### src/hdl/hed_pkg.sv
// Shared types, constants and lookup functions of the HTML entity decoder.
`timescale 1ns / 1ps
`default_nettype none

package hed_pkg;

   localparam int HED_MAX_ENTITY_LEN = 16;
   localparam int NAME_COUNT = 6;

   localparam logic [7:0] CHAR_AMP   = 8'h26;
   localparam logic [7:0] CHAR_HASH  = 8'h23;
   localparam logic [7:0] CHAR_SEMI  = 8'h3B;
   localparam logic [7:0] CHAR_X_LO  = 8'h78;
   localparam logic [7:0] CHAR_X_UP  = 8'h58;
   localparam logic [7:0] CHAR_LT    = 8'h3C;
   localparam logic [7:0] CHAR_GT    = 8'h3E;
   localparam logic [7:0] CHAR_QUOT  = 8'h22;
   localparam logic [7:0] CHAR_APOS  = 8'h27;
   localparam logic [7:0] CHAR_SPACE = 8'h20;

   localparam logic [20:0] CODE_LIMIT     = 21'h110000;
   localparam logic [20:0] SURROGATE_LOW  = 21'h00D800;
   localparam logic [20:0] SURROGATE_HIGH = 21'h00DFFF;

   // Entity names without the leading ampersand, padded with zero bytes.
   localparam logic [0:NAME_COUNT-1][0:4][7:0] NAME_TEXT = {
      {"a", "m", "p", ";", 8'h00},
      {"l", "t", ";", 8'h00, 8'h00},
      {"g", "t", ";", 8'h00, 8'h00},
      {"q", "u", "o", "t", ";"},
      {"a", "p", "o", "s", ";"},
      {"n", "b", "s", "p", ";"}
   };

   typedef enum logic [1:0] {
      MODE_IDLE,
      MODE_NAME,
      MODE_NUM
   } mode_type;

   typedef enum logic [1:0] {
      S_IDLE,
      S_FLUSH1,
      S_TAIL,
      S_FLUSH2
   } ctrl_state_type;

   typedef enum logic [1:0] {
      SRC_DIRECT,
      SRC_BUFFER,
      SRC_TAIL
   } src_type;

   typedef struct packed {
      logic       accept;
      logic       load;
      src_type    sel;
      logic [1:0] tail_idx;
      logic       step;
      logic       rewind;
   } cmd_type;

   typedef struct packed {
      logic [2:0] tail_cnt;
      logic       last;
   } plan_type;

   typedef struct packed {
      logic [2:0]        count;
      logic [0:3][7:0]   bytes;
   } utf8_type;

   function automatic logic [2:0] name_len(input int idx);
      logic [2:0] len;
      case (idx)
         0: len = 3'd4;
         1: len = 3'd3;
         2: len = 3'd3;
         default: len = 3'd5;
      endcase
      return len;
   endfunction

   function automatic logic [7:0] name_value(input int idx);
      logic [7:0] value;
      case (idx)
         0: value = CHAR_AMP;
         1: value = CHAR_LT;
         2: value = CHAR_GT;
         3: value = CHAR_QUOT;
         4: value = CHAR_APOS;
         default: value = CHAR_SPACE;
      endcase
      return value;
   endfunction

   function automatic logic [7:0] name_char(input int idx, input logic [2:0] pos);
      logic [7:0] ch;
      ch = 8'h00;
      if (pos < 3'd5) begin
         ch = NAME_TEXT[idx][pos];
      end
      return ch;
   endfunction

   function automatic utf8_type utf8_encode(input logic [20:0] cp);
      utf8_type r;
      r.bytes = '0;
      if (cp < 21'h80) begin
         r.count = 3'd1;
         r.bytes[0] = {1'b0, cp[6:0]};
      end else if (cp < 21'h800) begin
         r.count = 3'd2;
         r.bytes[0] = {3'b110, cp[10:6]};
         r.bytes[1] = {2'b10, cp[5:0]};
      end else if (cp < 21'h10000) begin
         r.count = 3'd3;
         r.bytes[0] = {4'b1110, cp[15:12]};
         r.bytes[1] = {2'b10, cp[11:6]};
         r.bytes[2] = {2'b10, cp[5:0]};
      end else begin
         r.count = 3'd4;
         r.bytes[0] = {5'b11110, cp[20:18]};
         r.bytes[1] = {2'b10, cp[17:12]};
         r.bytes[2] = {2'b10, cp[11:6]};
         r.bytes[3] = {2'b10, cp[5:0]};
      end
      return r;
   endfunction

endpackage

`default_nettype wire

### src/hdl/hed_channels.sv
// Valid/ready channel interfaces for the decoder's input text and decoded output.
`timescale 1ns / 1ps
`default_nettype none

interface hed_req_if;
   logic       valid;
   logic       ready;
   logic [7:0] text_byte;
   logic       is_last;

   modport source (output valid, output text_byte, output is_last, input ready);
   modport sink (input valid, input text_byte, input is_last, output ready);
endinterface

interface hed_rsp_if;
   logic       valid;
   logic       ready;
   logic [7:0] out_byte;
   logic       run_end;
   logic       text_end;

   modport source (output valid, output out_byte, output run_end, output text_end,
                   input ready);
   modport sink (input valid, input out_byte, input run_end, input text_end,
                 output ready);
endinterface

`default_nettype wire

### src/hdl/hed_datapath.sv
// Datapath: reference buffer, entity and number decoding, tail bytes and output byte.
`timescale 1ns / 1ps
`default_nettype none

module hed_datapath import hed_pkg::*; #(
   parameter int MAX_ENTITY_LEN = HED_MAX_ENTITY_LEN,
   localparam int CNT_W = $clog2(MAX_ENTITY_LEN + 1),
   localparam int IDX_W = $clog2(MAX_ENTITY_LEN)
) (
   input  wire logic             clock,
   input  wire logic             reset,
   input  wire logic [7:0]       text_byte,
   input  wire logic             is_last,
   input  wire cmd_type          cmd,
   output plan_type              plan,
   output logic [CNT_W-1:0]      f1_cnt,
   output logic [CNT_W-1:0]      f2_cnt,
   output logic [7:0]            out_byte
);

   logic [CNT_W-1:0]     pend_cnt_ff, pend_cnt_in;
   mode_type             mode_ff, mode_in;
   logic [20:0]          code_ff, code_in;
   logic                 big_ff, big_in;
   logic                 hex_ff, hex_in;
   logic [NAME_COUNT-1:0] mask_ff, mask_in;
   logic [0:3][7:0]      tail_ff, tail_bytes;
   logic [7:0]           out_byte_ff, out_byte_in;
   logic [IDX_W-1:0]     rd_ptr_ff, rd_ptr_in;
   logic [7:0]           rd_data_ff;
   logic [7:0]           pend_mem [MAX_ENTITY_LEN];

   logic [CNT_W-1:0]     k;
   logic                 full;
   logic [NAME_COUNT-1:0] hit, complete;
   logic [7:0]           name_out;
   mode_type             eff_mode;
   logic [3:0]           digit;
   logic                 digit_ok;
   logic [24:0]          grown;
   logic                 code_ok;
   utf8_type             utf8;
   logic                 store, amp_wr, fail, fresh, go_idle;
   logic [2:0]           tail_cnt;
   logic                 wr_en;
   logic [IDX_W-1:0]     wr_addr;
   logic [7:0]           wr_data;

   assign k    = pend_cnt_ff - CNT_W'(1);
   assign full = pend_cnt_ff >= CNT_W'(MAX_ENTITY_LEN);
   assign eff_mode = (pend_cnt_ff == '0) ? MODE_IDLE : mode_ff;

   // Candidate names are narrowed one byte at a time, so the buffer is never reread.
   always_comb begin
      name_out = 8'h00;
      for (int i = 0; i < NAME_COUNT; i++) begin
         hit[i] = mask_ff[i] && (k < CNT_W'(name_len(i))) &&
                  (name_char(i, k[2:0]) == text_byte);
         complete[i] = hit[i] && ((k + CNT_W'(1)) == CNT_W'(name_len(i)));
         if (complete[i]) begin
            name_out = name_value(i);
         end
      end
   end

   always_comb begin
      digit_ok = 1'b0;
      digit    = 4'd0;
      if (text_byte >= "0" && text_byte <= "9") begin
         digit_ok = 1'b1;
         digit    = 4'(text_byte - "0");
      end else if (hex_ff && text_byte >= "a" && text_byte <= "f") begin
         digit_ok = 1'b1;
         digit    = 4'(text_byte - 8'h57);
      end else if (hex_ff && text_byte >= "A" && text_byte <= "F") begin
         digit_ok = 1'b1;
         digit    = 4'(text_byte - 8'h37);
      end
   end

   assign grown = hex_ff ? ({code_ff, 4'b0000} + 25'(digit))
                         : ({1'b0, code_ff, 3'b000} + {3'b000, code_ff, 1'b0} + 25'(digit));
   assign code_ok = !big_ff && (code_ff != '0) && (code_ff < CODE_LIMIT) &&
                    !(code_ff >= SURROGATE_LOW && code_ff <= SURROGATE_HIGH);
   assign utf8 = utf8_encode(code_ff);

   always_comb begin
      pend_cnt_in = pend_cnt_ff;
      mode_in     = mode_ff;
      code_in     = code_ff;
      big_in      = big_ff;
      hex_in      = hex_ff;
      mask_in     = mask_ff;
      tail_bytes  = '0;
      tail_cnt    = 3'd0;
      f1_cnt      = '0;
      store       = 1'b0;
      amp_wr      = 1'b0;
      fail        = 1'b0;
      fresh       = 1'b0;
      go_idle     = 1'b0;
      case (eff_mode)
         MODE_NAME: begin
            if (k == '0 && text_byte == CHAR_HASH) begin
               if (full) begin
                  fail = 1'b1;
               end else begin
                  store   = 1'b1;
                  mode_in = MODE_NUM;
                  hex_in  = 1'b0;
                  code_in = '0;
                  big_in  = 1'b0;
               end
            end else if (|complete) begin
               tail_bytes[0] = name_out;
               tail_cnt      = 3'd1;
               go_idle       = 1'b1;
            end else if (|hit && !full) begin
               store   = 1'b1;
               mask_in = hit;
            end else begin
               fail = 1'b1;
            end
         end
         MODE_NUM: begin
            if (text_byte == CHAR_SEMI) begin
               go_idle = 1'b1;
               if (code_ok) begin
                  tail_bytes = utf8.bytes;
                  tail_cnt   = utf8.count;
               end else begin
                  // A rejected number goes out literally, followed by the semicolon.
                  f1_cnt        = pend_cnt_ff;
                  tail_bytes[0] = CHAR_SEMI;
                  tail_cnt      = 3'd1;
               end
            end else if (pend_cnt_ff == CNT_W'(2) && !hex_ff &&
                         (text_byte == CHAR_X_LO || text_byte == CHAR_X_UP)) begin
               if (full) begin
                  fail = 1'b1;
               end else begin
                  store  = 1'b1;
                  hex_in = 1'b1;
               end
            end else if (!digit_ok || full) begin
               fail = 1'b1;
            end else begin
               store = 1'b1;
               if (!big_ff) begin
                  if (grown > 25'h10FFFF) begin
                     big_in = 1'b1;
                  end else begin
                     code_in = grown[20:0];
                  end
               end
            end
         end
         default: begin
            fresh = 1'b1;
         end
      endcase

      if (fail) begin
         f1_cnt = pend_cnt_ff;
         fresh  = 1'b1;
      end
      if (go_idle || fresh) begin
         pend_cnt_in = '0;
         mode_in     = MODE_IDLE;
         code_in     = '0;
         big_in      = 1'b0;
         hex_in      = 1'b0;
      end
      if (fresh) begin
         if (text_byte == CHAR_AMP) begin
            amp_wr      = 1'b1;
            pend_cnt_in = CNT_W'(1);
            mode_in     = MODE_NAME;
            mask_in     = '1;
         end else begin
            tail_bytes[0] = text_byte;
            tail_cnt      = 3'd1;
         end
      end
      if (store) begin
         pend_cnt_in = pend_cnt_ff + CNT_W'(1);
      end

      // The final byte of the text flushes whatever is still buffered.
      f2_cnt = is_last ? pend_cnt_in : '0;
      if (is_last) begin
         pend_cnt_in = '0;
         mode_in     = MODE_IDLE;
         code_in     = '0;
         big_in      = 1'b0;
         hex_in      = 1'b0;
      end
   end

   assign plan.tail_cnt = tail_cnt;
   assign plan.last     = is_last;

   assign wr_en   = cmd.accept && (store || amp_wr);
   assign wr_addr = store ? pend_cnt_ff[IDX_W-1:0] : '0;
   assign wr_data = store ? text_byte : CHAR_AMP;

   always_comb begin
      rd_ptr_in = rd_ptr_ff;
      if (cmd.rewind) begin
         rd_ptr_in = '0;
      end else if (cmd.step) begin
         rd_ptr_in = rd_ptr_ff + IDX_W'(1);
      end
   end

   // Write-first buffer: the read register always holds the entry at rd_ptr_ff.
   always_ff @(posedge clock) begin
      if (wr_en) begin
         pend_mem[wr_addr] <= wr_data;
      end
      if (wr_en && wr_addr == rd_ptr_in) begin
         rd_data_ff <= wr_data;
      end else begin
         rd_data_ff <= pend_mem[rd_ptr_in];
      end
   end

   always_comb begin
      case (cmd.sel)
         SRC_DIRECT: out_byte_in = tail_bytes[0];
         SRC_BUFFER: out_byte_in = rd_data_ff;
         SRC_TAIL:   out_byte_in = tail_ff[cmd.tail_idx];
         default:    out_byte_in = rd_data_ff;
      endcase
   end

   always_ff @(posedge clock) begin
      if (reset) begin
         pend_cnt_ff <= '0;
         mode_ff     <= MODE_IDLE;
         code_ff     <= '0;
         big_ff      <= 1'b0;
         hex_ff      <= 1'b0;
         rd_ptr_ff   <= '0;
      end else begin
         rd_ptr_ff <= rd_ptr_in;
         if (cmd.accept) begin
            pend_cnt_ff <= pend_cnt_in;
            mode_ff     <= mode_in;
            code_ff     <= code_in;
            big_ff      <= big_in;
            hex_ff      <= hex_in;
         end
      end
   end

   always_ff @(posedge clock) begin
      if (cmd.accept) begin
         mask_ff <= mask_in;
         tail_ff <= tail_bytes;
      end
      if (cmd.load) begin
         out_byte_ff <= out_byte_in;
      end
   end

   assign out_byte = out_byte_ff;

endmodule

`default_nettype wire

### src/hdl/hed_ctrl.sv
// Controller: accepts text bytes and sequences flushed, decoded and trailing result bytes.
`timescale 1ns / 1ps
`default_nettype none

module hed_ctrl import hed_pkg::*; #(
   parameter int MAX_ENTITY_LEN = HED_MAX_ENTITY_LEN,
   localparam int CNT_W = $clog2(MAX_ENTITY_LEN + 1)
) (
   input  wire logic             clock,
   input  wire logic             reset,
   input  wire logic             req_valid,
   output logic                  req_ready,
   input  wire logic             rsp_ready,
   output logic                  rsp_valid,
   output logic                  run_end,
   output logic                  text_end,
   input  wire plan_type         plan,
   input  wire logic [CNT_W-1:0] f1_cnt,
   input  wire logic [CNT_W-1:0] f2_cnt,
   output cmd_type               cmd
);

   ctrl_state_type   state_ff, state_in;
   logic [CNT_W-1:0] cnt_ff, cnt_in;
   logic [CNT_W-1:0] f2_ff, f2_in;
   logic [2:0]       tcnt_ff, tcnt_in;
   logic [1:0]       tidx_ff, tidx_in;
   logic             last_ff, last_in;
   logic             valid_ff, valid_in;
   logic             run_end_ff, run_end_in;
   logic             text_end_ff, text_end_in;
   logic             out_free;
   logic             accept;
   logic             fin;

   assign out_free  = !valid_ff || rsp_ready;
   assign req_ready = (state_ff == S_IDLE) && out_free;
   assign accept    = req_valid && req_ready;

   always_comb begin
      state_in    = state_ff;
      cnt_in      = cnt_ff;
      f2_in       = f2_ff;
      tcnt_in     = tcnt_ff;
      tidx_in     = tidx_ff;
      last_in     = last_ff;
      valid_in    = valid_ff && !rsp_ready;
      run_end_in  = run_end_ff;
      text_end_in = text_end_ff;
      fin         = 1'b0;
      cmd         = '{accept: 1'b0, load: 1'b0, sel: SRC_DIRECT, tail_idx: tidx_ff,
                      step: 1'b0, rewind: 1'b0};
      case (state_ff)
         S_IDLE: begin
            if (accept) begin
               cmd.accept = 1'b1;
               cmd.rewind = 1'b1;
               tcnt_in    = plan.tail_cnt;
               f2_in      = f2_cnt;
               last_in    = plan.last;
               if (f1_cnt != '0) begin
                  cnt_in   = f1_cnt;
                  state_in = S_FLUSH1;
               end else if (plan.tail_cnt != 3'd0) begin
                  // The first decoded or passed-through byte goes straight to the output register.
                  fin         = (plan.tail_cnt == 3'd1) && (f2_cnt == '0);
                  cmd.load    = 1'b1;
                  cmd.sel     = SRC_DIRECT;
                  valid_in    = 1'b1;
                  run_end_in  = fin;
                  text_end_in = fin && plan.last;
                  if (plan.tail_cnt != 3'd1) begin
                     tidx_in  = 2'd1;
                     state_in = S_TAIL;
                  end else if (f2_cnt != '0) begin
                     cnt_in   = f2_cnt;
                     state_in = S_FLUSH2;
                  end
               end else if (f2_cnt != '0) begin
                  cnt_in   = f2_cnt;
                  state_in = S_FLUSH2;
               end
            end
         end
         S_FLUSH1: begin
            if (out_free) begin
               cmd.load = 1'b1;
               cmd.sel  = SRC_BUFFER;
               cnt_in   = cnt_ff - CNT_W'(1);
               if (cnt_ff == CNT_W'(1)) begin
                  fin        = (tcnt_ff == 3'd0) && (f2_ff == '0);
                  cmd.rewind = 1'b1;
                  if (tcnt_ff != 3'd0) begin
                     tidx_in  = 2'd0;
                     state_in = S_TAIL;
                  end else if (f2_ff != '0) begin
                     cnt_in   = f2_ff;
                     state_in = S_FLUSH2;
                  end else begin
                     state_in = S_IDLE;
                  end
               end else begin
                  cmd.step = 1'b1;
               end
               valid_in    = 1'b1;
               run_end_in  = fin;
               text_end_in = fin && last_ff;
            end
         end
         S_TAIL: begin
            if (out_free) begin
               cmd.load = 1'b1;
               cmd.sel  = SRC_TAIL;
               if ((3'(tidx_ff) + 3'd1) == tcnt_ff) begin
                  fin = (f2_ff == '0);
                  if (f2_ff != '0) begin
                     cnt_in   = f2_ff;
                     state_in = S_FLUSH2;
                  end else begin
                     state_in = S_IDLE;
                  end
               end else begin
                  tidx_in = tidx_ff + 2'd1;
               end
               valid_in    = 1'b1;
               run_end_in  = fin;
               text_end_in = fin && last_ff;
            end
         end
         S_FLUSH2: begin
            if (out_free) begin
               cmd.load = 1'b1;
               cmd.sel  = SRC_BUFFER;
               cnt_in   = cnt_ff - CNT_W'(1);
               if (cnt_ff == CNT_W'(1)) begin
                  fin        = 1'b1;
                  cmd.rewind = 1'b1;
                  state_in   = S_IDLE;
               end else begin
                  cmd.step = 1'b1;
               end
               valid_in    = 1'b1;
               run_end_in  = fin;
               text_end_in = fin && last_ff;
            end
         end
         default: begin
            state_in = S_IDLE;
         end
      endcase
   end

   always_ff @(posedge clock) begin
      if (reset) begin
         state_ff <= S_IDLE;
         valid_ff <= 1'b0;
         cnt_ff   <= '0;
         f2_ff    <= '0;
         tcnt_ff  <= 3'd0;
         tidx_ff  <= 2'd0;
      end else begin
         state_ff <= state_in;
         valid_ff <= valid_in;
         cnt_ff   <= cnt_in;
         f2_ff    <= f2_in;
         tcnt_ff  <= tcnt_in;
         tidx_ff  <= tidx_in;
      end
   end

   always_ff @(posedge clock) begin
      last_ff     <= last_in;
      run_end_ff  <= run_end_in;
      text_end_ff <= text_end_in;
   end

   assign rsp_valid = valid_ff;
   assign run_end   = run_end_ff;
   assign text_end  = text_end_ff;

   // Items are taken only between result runs.
   assert property (@(posedge clock) disable iff (reset)
      accept |-> (state_ff == S_IDLE))
      else $error("input transfer outside idle state");

   // A buffer flush phase always has bytes left to send.
   assert property (@(posedge clock) disable iff (reset)
      (state_ff == S_FLUSH1 || state_ff == S_FLUSH2) |-> (cnt_ff != '0))
      else $error("flush phase with empty count");

   // The tail index stays inside the decoded byte count.
   assert property (@(posedge clock) disable iff (reset)
      (state_ff == S_TAIL) |-> (3'(tidx_ff) < tcnt_ff))
      else $error("tail index past tail count");

   // The end-of-text mark is only ever set on the last byte of a run.
   assert property (@(posedge clock) disable iff (reset)
      (valid_ff && text_end_ff) |-> run_end_ff)
      else $error("text end without run end");

   // A result waiting for its transfer is not replaced.
   assert property (@(posedge clock) disable iff (reset)
      (valid_ff && !rsp_ready) |=> (valid_ff && $stable(run_end_ff) && $stable(text_end_ff)))
      else $error("stalled result changed");

endmodule

`default_nettype wire

### src/hdl/html_entity_decoder.sv
// Top level of the HTML entity decoder: controller and datapath on valid/ready channels.
// A decoded or passed-through byte is offered in the cycle after its input transfer;
// a run that opens with buffered bytes goes through the buffer read register first.
// Throughput: one byte per cycle while each byte yields at most one result and the output is not stalled.
// An item with several results holds off the next input until its last result is loaded;
// a flush sends at most MAX_ENTITY_LEN bytes, one per cycle while the output is ready.
// Synchronous reset returns to idle with no open reference; the buffer itself is not cleared.
`timescale 1ns / 1ps
`default_nettype none

module html_entity_decoder import hed_pkg::*; #(
   parameter int MAX_ENTITY_LEN = HED_MAX_ENTITY_LEN,
   localparam int CNT_W = $clog2(MAX_ENTITY_LEN + 1)
) (
   input wire logic   clock,
   input wire logic   reset,
   hed_req_if.sink    req_ch,
   hed_rsp_if.source  rsp_ch
);

   cmd_type          cmd;
   plan_type         plan;
   logic [CNT_W-1:0] f1_cnt;
   logic [CNT_W-1:0] f2_cnt;

   hed_ctrl #(
      .MAX_ENTITY_LEN(MAX_ENTITY_LEN)
   ) u_ctrl (
      .clock     (clock),
      .reset     (reset),
      .req_valid (req_ch.valid),
      .req_ready (req_ch.ready),
      .rsp_ready (rsp_ch.ready),
      .rsp_valid (rsp_ch.valid),
      .run_end   (rsp_ch.run_end),
      .text_end  (rsp_ch.text_end),
      .plan      (plan),
      .f1_cnt    (f1_cnt),
      .f2_cnt    (f2_cnt),
      .cmd       (cmd)
   );

   hed_datapath #(
      .MAX_ENTITY_LEN(MAX_ENTITY_LEN)
   ) u_datapath (
      .clock     (clock),
      .reset     (reset),
      .text_byte (req_ch.text_byte),
      .is_last   (req_ch.is_last),
      .cmd       (cmd),
      .plan      (plan),
      .f1_cnt    (f1_cnt),
      .f2_cnt    (f2_cnt),
      .out_byte  (rsp_ch.out_byte)
   );

endmodule

`default_nettype wire

### src/flat_wrapper.sv
// flat-port wrapper written by rule: the top's interface ports become plain ports
module html_entity_decoder_flat import hed_pkg::*;
#(
   parameter int MAX_ENTITY_LEN = HED_MAX_ENTITY_LEN,
   localparam int CNT_W = $clog2(MAX_ENTITY_LEN + 1)
)
  (clock, reset, req_ch_valid, req_ch_text_byte, req_ch_is_last, req_ch_ready, rsp_ch_valid, rsp_ch_out_byte, rsp_ch_run_end, rsp_ch_text_end, rsp_ch_ready);
  hed_req_if req_ch_i ();
  hed_rsp_if rsp_ch_i ();
  input wire logic clock;
  input wire logic reset;
  input wire logic [$bits(req_ch_i.valid)-1:0] req_ch_valid;
  input wire logic [$bits(req_ch_i.text_byte)-1:0] req_ch_text_byte;
  input wire logic [$bits(req_ch_i.is_last)-1:0] req_ch_is_last;
  output wire logic [$bits(req_ch_i.ready)-1:0] req_ch_ready;
  output wire logic [$bits(rsp_ch_i.valid)-1:0] rsp_ch_valid;
  output wire logic [$bits(rsp_ch_i.out_byte)-1:0] rsp_ch_out_byte;
  output wire logic [$bits(rsp_ch_i.run_end)-1:0] rsp_ch_run_end;
  output wire logic [$bits(rsp_ch_i.text_end)-1:0] rsp_ch_text_end;
  input wire logic [$bits(rsp_ch_i.ready)-1:0] rsp_ch_ready;
  assign req_ch_i.valid = req_ch_valid;
  assign req_ch_i.text_byte = req_ch_text_byte;
  assign req_ch_i.is_last = req_ch_is_last;
  assign req_ch_ready = req_ch_i.ready;
  assign rsp_ch_valid = rsp_ch_i.valid;
  assign rsp_ch_out_byte = rsp_ch_i.out_byte;
  assign rsp_ch_run_end = rsp_ch_i.run_end;
  assign rsp_ch_text_end = rsp_ch_i.text_end;
  assign rsp_ch_i.ready = rsp_ch_ready;
  html_entity_decoder #(.MAX_ENTITY_LEN(MAX_ENTITY_LEN)) u_core (.clock(clock), .reset(reset), .req_ch(req_ch_i), .rsp_ch(rsp_ch_i));
endmodule
### config.mk
export PLATFORM = sky130hd
export DESIGN_NAME = html_entity_decoder_flat
export DESIGN_NICKNAME = d
export VERILOG_FILES = /design/src/hdl/hed_pkg.sv /design/src/hdl/hed_channels.sv /design/src/hdl/hed_datapath.sv /design/src/hdl/hed_ctrl.sv /design/src/hdl/html_entity_decoder.sv /design/src/flat_wrapper.sv
export SDC_FILE = /design/constraint.sdc
export NUM_CORES = 1
export LEC_CHECK = 0
export BUFFER_PORTS_ARGS = -buffer_cell sky130_fd_sc_hd__buf_2
export CAP_MARGIN = 20
export CELL_PAD_IN_SITES_DETAIL_PLACEMENT = 1
export CELL_PAD_IN_SITES_GLOBAL_PLACEMENT = 1
export CORE_ASPECT_RATIO = 1.2
export CORE_UTILIZATION = 35
export CTS_CLUSTER_SIZE = 20
export DETAILED_ROUTE_END_ITERATION = 16
export HOLD_SLACK_MARGIN = 0.03
export PLACE_DENSITY = 0.69
export SYNTH_ARGS = -nofsm -noshare
export SYNTH_HDL_FRONTEND = slang
export SYNTH_HIERARCHICAL = 1
export SYNTH_SLANG_ARGS = --single-unit
### constraint.sdc
create_clock -name clock -period 7.8 [get_ports clock]
set_clock_uncertainty 0.1 [all_clocks]
set_input_delay 1.56 -clock clock [delete_from_list [all_inputs] [get_ports clock]]
set_output_delay 1.56 -clock clock [all_outputs]
set_load 0.02 [all_outputs]
==> impl_metrics.yaml <==
outcome:
  status: "finished, final reports clean"
cells_and_area:
  drive_gt1_share_pct: 12.9
  syn2layout_area_growth_pct: 10.8
  diodes: 0
  fin_nets: 1378
worst_setup_path:
  end_kind: "flip-flop"
  endpoint: "u_core/u_datapath/code_ff[20]"
  crit-reg2reg-capture: "u_core/u_datapath/out_byte[0]"
  path_max_fanout: 21
  critPathArrivalTime_ns: 7.33
  r2r-start: "u_core/u_datapath/pend_cnt_ff[1]"
  startpoint_type: "input port"
  cp.required_ns: 8.17
  ff2ff_path_depth: 21
  reg2reg_slack_ns: 1.55
  setup.worst_path.start: "req_ch_text_byte[1]"
  path_class: "in -> reg"
pwr:
  powerDensity_mw_per_mm2: 169
  ir_worst_vdd_v: 0.000128
  power.leakage_uw: 0.00557
clock_network:
  cts_inserted_buffers: 23
  clock-sinks: 230
  cts.repair.resized: 0
  h-tree-depth: 1
  root_buffer: "clkbuf_16"
  cts_hold_buf: 0
  clockBufferDepth: 3
  clk_latency_ns: 0.54
  cts_tree: "done"
  post_cts_buffers: 0
  clk_pin_slew_ns: 0.06
place:
  numPortBuffers: 24
  place_hpwl_mm: 30.2
  gp_congestion: 0.929
worst_hold_path:
  min_path_type: "reg -> reg"
global_route:
  grt_pass1_vias: 11100
  grt_max_degree: 49
  grt_usage_pct: 20.7
  overflow: 0
  grt_antenna_before_repair: 0
  grt_pass1_wl_mm: 64.5
routing:
  dr.pass1.iters: 5
  drc: 0
  routed_wl_mm: 41.2
  postRouteAntennaNets: 0
  post_drt_wl_per_cell_um: 22.4
  drt_iter0_drc: 672
  via_count: 10700
  viasPerCell: 5.79
sta:
  tightest_slew_ns: 1.09
  hold_slack_ns: 0.424
  slew_headroom_pct: 27.2
  layout_worst_path_cycle_share_pct: 89.3
  maxSlewViolCount: 0
  period_needed_ns: 6.96
  setup_viol: 0
  fin_tns_setup_ns: 0
  rsz0062_at_grt: "false"
  hold_viol: 0
  fmax_mhz: 144
logic_synthesis:
  synth_flop_cell: "edfxtp_1"
  synth.area.mux_share_pct: 9.04
  yosys.area_share.xor_xnor_pct: 2.60
  avgSynthCellArea_um2: 10.8
  synth_edf_count: 174
  synth_compound_area_share_pct: 16.5
  syn-cell-area_mm2: 0.0138
  yosys.area_share.simple_pct: 15.9
  synth_warnings: 6
  async_reset_ff_share_pct: 0
  synthCells: 1278
  ys_ff_latch: 230
  yosysSeqAreaShare_pct: 45.9
  synth_cell_type_count: 99
  synth_top_family_by_area: "compound AO/OA/AOI/OAI gates"
  synth_fa_ha_area_share_pct: 6.35
floorplan:
  fp.dieW_um: 183
  die-area_mm2: 0.0403
  die_h_um: 220
  coreArea_mm2: 0.0388
  ios: 25
  rows: 79
  start_util_pct: 35.6
job:
  drv_cap: 0
## cell usage in the layout (no fill, tap or decap), types with 24 or more instances in the layout
master    count
a21oi_1      71
buf_2        24
buf_4        27
dfxtp_1      55
edfxtp_1    174
ha_1         67
inv_1        44
mux4_2       47
nand2_1     120
nor2_1      107
nor3_1       38
o21ai_0      58
xnor2_1      24
## where the power goes
group | internal [uW] | switching (uW) | total (uW)
clock | 678 | 492 | 1170
sequential | 1320 | 7.79 | 1330
combinational | 29.5 | 66.2 | 95.7
## cell usage after synthesis, types with 9 or more instances
master	instances	area (um2)
a211oi_1	14	105
a21o_1	14	105
a21oi_1	71	355
a221oi_1	9	78.8
a22o_1	23	201
a31oi_1	12	75.1
and2_1	14	87.6
and3_1	16	100
buf_1	11	41.3
buf_2	15	75.1
clkbuf_1	39	146
dfxtp_1	56	1120
edfxtp_1	174	5230
ha_1	67	838
inv_1	44	165
mux2i_1	18	180
mux4_2	47	1060
nand2_1	120	450
nand2b_1	9	56.3
nand3_1	18	90.1
nand4_1	20	125
nor2_1	107	402
nor2b_1	10	62.6
nor3_1	38	190
nor4_1	14	87.6
o211ai_1	12	90.1
o21ai_0	58	290
o22ai_1	12	75.1
or3_1	9	56.3
xnor2_1	24	210
xor2_1	17	149
## flip-flops by register name, summed over array words and instances, names as in the netlist, 2 cells and up, named ones only
register,cells
u_core/u_ctrl/cnt_ff,5
u_core/u_ctrl/f2_ff,5
u_core/u_ctrl/state_ff,2
u_core/u_ctrl/tcnt_ff,3
u_core/u_ctrl/tidx_ff,2
u_core/u_datapath/code_ff,21
u_core/u_datapath/mask_ff,6
u_core/u_datapath/mode_ff,2
u_core/u_datapath/out_byte,8
u_core/u_datapath/pend_cnt_ff,5
u_core/u_datapath/pend_mem,128
u_core/u_datapath/rd_ptr_ff,4
u_core/u_datapath/tail_ff,29
## worst min-delay path by stage
stage | from | to | slack (ns) | cells after the start
after CTS | u_core/u_ctrl/cnt_ff[4] | u_core/u_ctrl/cnt_ff[4] | 0.43 | 2
after global routing | u_core/u_ctrl/cnt_ff[4] | u_core/u_ctrl/cnt_ff[4] | 0.46 | 2
after detailed placement | u_core/u_datapath/mode_ff[0] | u_core/u_datapath/mode_ff[0] | 0.41 | 2
final | u_core/u_ctrl/cnt_ff[4] | u_core/u_ctrl/cnt_ff[4] | 0.42 | 2
after floorplan | u_core/u_datapath/mode_ff[0] | u_core/u_datapath/mode_ff[0] | 0.37 | 2
after global placement | u_core/u_datapath/mode_ff[0] | u_core/u_datapath/mode_ff[0] | 0.39 | 2
## worst max-delay path: stages
cell	delay (ns)
buf_2	0.26
clkinv_1	0.34
ha_1	0.30
nor3b_1	0.16
nor4_2	0.46
nor2_1	0.12
nor2_1	0.26
fa_1	0.49
ha_1	0.34
a211oi_1	0.25
o21ai_1	0.19
o21ai_0	0.40
o21ai_0	0.23
o31ai_1	0.48
mux2i_1	0.24
o2111ai_1	0.12
nor3b_1	0.44
and4bb_4	0.50
a22o_1	0.19
## logic make-up (layout without fill, tap and decap cells)
| family | Yosys count | after routing |
|---|---|---|
| DFF | 230 | 230 |
| buffers and inverters | 119 | 139 |
| AOI/OAI and AO/OA | 323 | 323 |
| xor gates and xnor gates | 41 | 41 |
| adders and majority gates | 69 | 69 |
| other | 1 | 16 |
| and+or+nand+nor | 429 | 429 |
| muxes | 66 | 66 |
## metal layers
| layer | part of all wire, % | track usage (%) | vias up | wire length (um) |
|---|---|---|---|---|
| li1 | - | - | 4925 | - |
| met2 | 51 | 37.7 | 252 | 21100 |
| met5 | 0 | 0 | - | 0 |
| met3 | 3.7 | 2.30 | 69 | 1510 |
| met1 | 42 | 24.8 | 5407 | 17200 |
| met4 | 3.4 | 8.00 | 0 | 1410 |
## stage by stage
| stage | std cells | setup WS (ns) | util, % | total power [uW] | cell area [um2] |
|---|---|---|---|---|---|
| CTS | 1839 | 0.866 | 39.4 | 2620 | 15300 |
| global placement | 1797 | 0.634 | 37.4 | 1450 | 14500 |
| detailed placement | 1797 | 0.419 | 37.4 | 1450 | 14500 |
| global route | 1839 | 0.388 | 39.4 | 2670 | 15300 |
| finish | 1839 | 0.837 | 39.4 | 2590 | 15300 |
| floorplan | 1293 | 1.28 | - | 1410 | 13900 |
## layout make-up
| type | instances | area, um2 |
|---|---|---|
| multi-input cells | 944 | 7030 |
| inverters | 46 | 173 |
| well taps | 526 | 658 |
| clock buffers | 23 | 576 |
| clock inverters | 19 | 214 |
| flip-flops and latches | 230 | 6350 |
| fillers | 4297 | 23500 |
| repair buffers | 51 | 323 |
No activity file was read; power rests on OpenSTA's default activity.
